## src/rtl/pbisr_pkg.sv

```systemverilog
// Shared types, widths and codes for the PBI subproblem replacement block.
// No dependencies; every other file of the block but pbisr_ram imports this package.
package pbisr_pkg;

  // default store geometry
  localparam int DEF_MAX_SUBPROBLEMS = 128;
  localparam int DEF_MAX_OBJECTIVES  = 8;

  // item field widths
  localparam int MODE_W   = 2;
  localparam int SLOT_W   = 7;
  localparam int OIDX_W   = 3;
  localparam int OBJ_W    = 32;
  localparam int WGT_W    = 16;

  // configuration port
  localparam int CFG_IDX_W  = 2;
  localparam int CFG_DATA_W = 8;
  localparam int OCNT_W     = 4;
  localparam int SCNT_W     = 8;
  localparam int RLIM_W     = 6;

  localparam logic [CFG_IDX_W-1:0] REG_OBJECTIVE_COUNT   = 2'd0;
  localparam logic [CFG_IDX_W-1:0] REG_SUBPROBLEM_COUNT  = 2'd1;
  localparam logic [CFG_IDX_W-1:0] REG_REPLACEMENT_LIMIT = 2'd2;

  localparam logic [MODE_W-1:0] MODE_WEIGHT    = 2'd0;
  localparam logic [MODE_W-1:0] MODE_PARENT    = 2'd1;
  localparam logic [MODE_W-1:0] MODE_IDEAL     = 2'd2;
  localparam logic [MODE_W-1:0] MODE_OFFSPRING = 2'd3;

  // datapath widths
  localparam int DIFF_W   = 33;  // objective minus ideal
  localparam int DPROD_W  = 50;  // diff times weight
  localparam int DOT_W    = 55;  // up to 16 diff*weight terms
  localparam int DVD_W    = 55;  // divider dividend and quotient
  localparam int NL_W     = 18;  // weight norm
  localparam int NSQ_W    = 36;  // sum of squared weights
  localparam int D1_W     = 38;  // projection length
  localparam int PROD_W   = 54;  // d1 times weight
  localparam int R_W      = 57;  // residual element
  localparam int MAG_W    = 29;  // saturated residual in units of 256
  localparam int SQ_IN_W  = 64;
  localparam int SQ_OUT_W = 32;
  localparam int D2S_W    = 40;
  localparam int FIT_W    = 48;

  localparam logic [R_W-1:0] RES_SAT = R_W'((64'd1 << 37) - 64'd1);

  typedef struct packed {
    logic                start;
    logic [SQ_IN_W-1:0]  radicand;
  } sqrt_req_t;

  typedef struct packed {
    logic                done;
    logic [SQ_OUT_W-1:0] root;
  } sqrt_rsp_t;

  typedef struct packed {
    logic             start;
    logic [DVD_W-1:0] dividend;
    logic [NL_W-1:0]  divisor;
  } div_req_t;

  typedef struct packed {
    logic             done;
    logic [DVD_W-1:0] quotient;
  } div_rsp_t;

endpackage

```

## src/rtl/pbisr_div.sv

```systemverilog
// Restoring divider, one quotient bit per cycle.
// Depends on pbisr_pkg for the request and response structs.
module pbisr_div (
  input  logic                clk,
  input  logic                rst_n,
  input  pbisr_pkg::div_req_t req,
  output pbisr_pkg::div_rsp_t rsp
);
  import pbisr_pkg::*;

  localparam int CW = $clog2(DVD_W);

  logic [DVD_W-1:0] dvd_r, q_r;
  logic [NL_W-1:0]  d_r, rem_r;
  logic [NL_W:0]    trial;
  logic [CW-1:0]    cnt_r;
  logic             busy_r, done_r;

  assign trial = {rem_r, dvd_r[DVD_W-1]};

  // control
  always_ff @(posedge clk) begin
    if (!rst_n) begin
      busy_r <= 1'b0;
      done_r <= 1'b0;
      cnt_r  <= '0;
    end else begin
      done_r <= 1'b0;
      if (req.start) begin
        busy_r <= 1'b1;
        cnt_r  <= '0;
      end else if (busy_r) begin
        cnt_r <= cnt_r + CW'(1);
        if (cnt_r == CW'(DVD_W - 1)) begin
          busy_r <= 1'b0;
          done_r <= 1'b1;
        end
      end
    end
  end

  // shift in one dividend bit, subtract when it fits
  always_ff @(posedge clk) begin
    if (req.start) begin
      dvd_r <= req.dividend;
      d_r   <= req.divisor;
      rem_r <= '0;
      q_r   <= '0;
    end else if (busy_r) begin
      dvd_r <= dvd_r << 1;
      if (trial >= {1'b0, d_r}) begin
        rem_r <= NL_W'(trial - {1'b0, d_r});
        q_r   <= {q_r[DVD_W-2:0], 1'b1};
      end else begin
        rem_r <= trial[NL_W-1:0];
        q_r   <= {q_r[DVD_W-2:0], 1'b0};
      end
    end
  end

  assign rsp.done     = done_r;
  assign rsp.quotient = q_r;
endmodule

```

## config.mk

```make
export PLATFORM = sky130hd
export DESIGN_NAME = pbisr_div
export DESIGN_NICKNAME = d
export VERILOG_FILES = /design/src/rtl/pbisr_pkg.sv /design/src/rtl/pbisr_div.sv
export SDC_FILE = /design/constraint.sdc
export NUM_CORES = 1
export LEC_CHECK = 0
export ABC_CLOCK_PERIOD_IN_PS = 3360
export BUFFER_PORTS_ARGS = -buffer_cell sky130_fd_sc_hd__buf_2
export CORE_MARGIN = 2
export CORE_UTILIZATION = 40
export DETAILED_ROUTE_END_ITERATION = 10
export HOLD_SLACK_MARGIN = 0.1
export PLACE_DENSITY_LB_ADDON = 0.1
export SLEW_MARGIN = 20
export SYNTH_ARGS = -nofsm -noshare
export SYNTH_HDL_FRONTEND = slang
export SYNTH_SLANG_ARGS = --single-unit
```

## constraint.sdc

```tcl
create_clock -name clk -period 3.36 [get_ports clk]
set_input_delay 0.336 -clock clk [delete_from_list [all_inputs] [get_ports clk]]
set_output_delay 0.336 -clock clk [all_outputs]
set_load 0.03 [all_outputs]
```

* Word level (Yosys, flattened, before mapping)
Index checks and enable logic that the tools add are counted.
** Storage, ports and cells
- Flip-flop bits (word level) :: 154
- Bits of input ports :: 76
- Output and inout port bits :: 56
- Logic and storage cells :: 24
** Cells by class
- Add/subtract/negate cells :: 2
- $lt $le $gt $ge :: 1
- Equality and inequality tests :: 1
- Mux-type cells :: 8
- Bitwise logic cells :: 2
- Reductions and logical operators :: 3
** Operators with widths (number)
- 55-bit 2-to-1 mux :: 2
- 19-bit by 18-bit greater-or-equal comparator with 1-bit output :: 1
- 18-bit 2-to-1 mux :: 1
- 18-bit subtractor :: 1
- 6-bit by 1-bit adder with 6-bit output (second input constant) :: 1
- 6-bit == test (second input constant) :: 1
- 1-bit 2-to-1 mux :: 5
- 3-bit OR reduction :: 1
- 1-bit inverter :: 2
- 2-bit nonzero test :: 1
- 2-bit OR reduction :: 1

* Longest topological paths before layout
- Word-level depth :: 4
- Mapped depth :: 12
- Depth with buffers taken out :: 11

* Worst setup path after synthesis
Ideal clock, no wire load.
- Path type :: input port to flip-flop
- Start point :: input req[73] (netlist name)
- End point :: register dvd_r[0], enable pin
- Library setup time :: 0.409 ns
- Arrival :: 2.125 ns
- Required time :: 2.951 ns
- Slack :: 0.826 ns
- Cell stages on the path :: 4
- Buffers on the path :: 2
- Cell sequence :: clkbuf_1 -> clkbuf_1 -> nor2_1 -> inv_1
** On the way
- Cells in the longest elaborated chain, start to end :: 1
** RTL lines
- from (decl) :: line pbisr_div.sv:6 : input pbisr_pkg::div_req_t req,
- 2-bit nonzero test (no line)
- to (signal assigned) :: line pbisr_div.sv:45 : dvd_r <= req.dividend;
- to (signal assigned) :: line pbisr_div.sv:50 : dvd_r <= dvd_r << 1;
- to (decl) :: line pbisr_div.sv:13 : logic [DVD_W-1:0] dvd_r, q_r;
Every way passes these cells.
A chain may end at the register's enable or synchronous reset.

* Worst setup path after layout
- Start point :: register d_r[6]
- End point :: register rem_r[9]
** On the way
- Cells in the longest elaborated chain, start to end :: 2
- Elaborated cells on any way between the ends :: 3
- Those cells by class :: add/sub (1); order compare (1); mux (1)
** RTL lines
- from (decl) :: line pbisr_div.sv:14 : logic [NL_W-1:0] d_r, rem_r;
- from (signal assigned) :: line pbisr_div.sv:46 : d_r <= req.divisor;
- 18-bit subtractor or 19-bit by 18-bit greater-or-equal comparator with 1-bit output (tied branches) :: line pbisr_div.sv:52, pbisr_div.sv:51
- 18-bit 2-to-1 mux (*) :: line pbisr_div.sv:51 : if (trial >= {1'b0, d_r}) begin
- to (signal assigned) :: line pbisr_div.sv:52 : rem_r <= NL_W'(trial - {1'b0, d_r});
- to (signal assigned) :: line pbisr_div.sv:55 : rem_r <= trial[NL_W-1:0];
- to (decl) :: line pbisr_div.sv:14
Mark *: on every way between the ends. The rest lies on a longest branch, timed or not.

==> metrics.txt <==
port bufs approximately 130; post-route DRC violation count 0; top post-synthesis cells by count nor2_1 (84), dfxtp_1 (81), edfxtp_1 (73), mux2i_1 (64), mux2_2 (54); Final Wtd Congestion approximately 0.86; worst min-delay path category in -> reg; Power Dens Cells about 520 mW/mm^2; Pre-antenna DRT Iters 4; clk root buf clkbuf_16; clk_lat worst skew between 0.4 and 0.5 ns; Final Skew between 0.007 and 0.008 ns; Fin. Hold Viols 0; Layout fillers 1611; setup slack after layout roughly 0.65 ns; Place WS around 0.65 ns; Gate Count Post-Synth about 600; Synth area leaders edfxtp_1 (32%), dfxtp_1 (23%), mux2i_1 (9.2%); Sinks on Clock Net roughly 150; Layout Area Growth over Synthesis 23.0%; Synth Register Bits 154; detailed-route wire length about 14000 um; share of total power in the clock network roughly two fifths; Slew Limit Fails 0; leakage power about 3.6 nW; Tot GR Track Use between 10% and 20%; ys async rst share 0%; register area share after synthesis between 50% and 60%; CTS H-Tree Depth 4; Startpoint Class flip-flop; dpl hpwl between 9000 and 10000 um; initial core utilization about 40%; antenna viol nets, final 0; CTS tree done; diode count 0; Yosys top cell area share around a third; most common cell in the netlist nor2_1; Distinct cells, synth 50; fin crit period between 2 and 3 ns; DR vias about 4900; status completed; sequential share of power 47.8%; Max IR drop VDD ~0.36 mV; clock tree buffer depth 2; YS warnings 0; syn_area_per_cell ~12 sq um; CP arrival between 3 and 4 ns; net switching power between 1 and 1.5 mW; switch share about a quarter; CTS clk-pin slew, worst paths 0.06 ns; drt via density roughly 5.0; Site Rows 48; initial antenna violation count 1; CP max FO 8; core area 0.0171 sq mm; Synth Flop Type dfxtp_1; largest net degree at the start of global routing just under 70; gr ovfl total 0; Final Total Pwr around 4.5 mW; f_max ~0.37 GHz; routed wire length per instance around 14 um; full die area between 0.015 and 0.02 sq mm; Critical Setup Path Class reg -> reg; non-filler instance count after layout just under 1000; fraction of layout cells with a size suffix above 1 30.1%; cell taking the most area after synthesis edfxtp_1; actual slew at the worst max-slew pin between 0.7 and 0.8 ns; first-pass GRT wire length around 23000 um; final setup TNS 0 ns; DRT iter0 DRCs between 200 and 300; total of max-cap violations 0; Power Internal approximately 3.4 mW; CP Capture Type flip-flop; CTS buffer count 17; Post-Place Cells roughly 940; die width about 140 um; Comb power frac about 11%; unrepaired setup endpoints after global routing false; syn_nets 700; part of the cycle the worst path needs about four fifths; Post-synth EDFFs 73; Mapped Area between 0.006 and 0.007 sq mm; Final setup viols 0; WP data required 3.69 ns; vias in the first global route approximately 4800; Final nets about 840; Slew headroom around 50%; Core Util, Final roughly 50%; die height between 100 and 150 um; io pins around 130
sequential cells by signal, indices dropped and copies added (netlist names):
signal  cells
busy_r      1
cnt_r       6
d_r        18
done_r      1
dvd_r      55
q_r        55
rem_r      18
per-layer routing:
metal  share of wire, %  vias to the layer above  GRT usage [%]
met2                 48                       94           25.7
met1                 45                     2318           20.1
li1                   -                     2446              -
met3                5.7                       17           5.61
met4                1.3                        2           5.67
met5               0.11                        -              0
metrics by stage:
stage          area (sq um)  hold WS (ns)
6_report               8530         0.162
5_1_grt                8530         0.176
4_1_cts                8520         0.100
3_5_place_dp           7790         0.453
3_3_place_gp           7790         0.442
2_1_floorplan          6940         0.426
cell usage in the layout, fill, tap and decap left out, types with 11 or more instances in the layout:
| cell | instances |
|---|---|
| a211oi_1 | 12 |
| nor2_1 | 84 |
| o21ai_0 | 12 |
| ha_1 | 20 |
| clkbuf_16 | 18 |
| inv_1 | 26 |
| dfxtp_1 | 80 |
| a21oi_1 | 17 |
| edfxtp_1 | 73 |
| nand2_1 | 26 |
| dlygate4sd3_1 | 18 |
| mux2_2 | 54 |
| mux2i_1 | 64 |
| nand4_1 | 11 |
| buf_2 | 130 |
final cells by class:
cell class                      count  area (sq um)  area share [%]
Sequential cell                   154          3820            44.7
Multi-Input combinational cell    389          2870            33.6
Timing Repair Buffer              158           906            10.6
Clock buffer                       24           475            5.57
Tap cell                          225           282            3.30
Inverter                           27           101            1.19
Clock inverter                      8          85.1           0.997
timing repair:
item | CTS | global route
resized for setup | 0 | 0
hold buffers | 17 | 1
buffers inserted | 0 | 0
hold endpoints to repair | 17 | 1
path summary, 6_finish.rpt:
| kind | cells after the start | slack, ns | start | endpoint |
|---|---|---|---|---|
| min | 2 | 0.16 | rst_n | busy_r |
| max reg2reg | 10 | 0.65 | d_r[6] | rem_r[9] |
| min reg2reg | 2 | 0.46 | rem_r[17] | rem_r[17] |
| max | 10 | 0.65 | d_r[6] | rem_r[9] |
worst max-delay path, stage by stage (launching register included):
cell and delay, ns:
edfxtp_1 0.32, inv_1 0.04, ha_1 0.40, and3_1 0.24, nand2_1 0.07, or4_4 0.51, a21oi_2 0.16, nor3_1 0.07
buf_4 0.18, or3_1 0.38, a311oi_1 0.25
power by group through the flow:
stage          sequential (mW)  combinational, mW  clock (mW)
3_3_place_gp              2.17              0.478           0
4_1_cts                   2.14              0.502        1.89
3_5_place_dp              2.18              0.484           0
6_report                  2.14              0.498        1.84
2_1_floorplan             2.16              0.369           0
5_1_grt                   2.15              0.556        1.96
kinds of logic (layout without fill, tap and decap cells):
kind of cell	count (synthesis)	count (layout)	share of synthesized area, %
flip-flops	154	154	55.0
AO/OA/AOI/OAI	73	73	7.03
adder cells (fa/ha/maj)	21	21	3.90
buffers and inverters	60	217	3.72
AND/OR/NAND/NOR	161	161	10.4
XOR/XNOR	16	16	2.02
multiplexers	118	118	18.0
No activity file was read; power rests on OpenSTA's default activity.
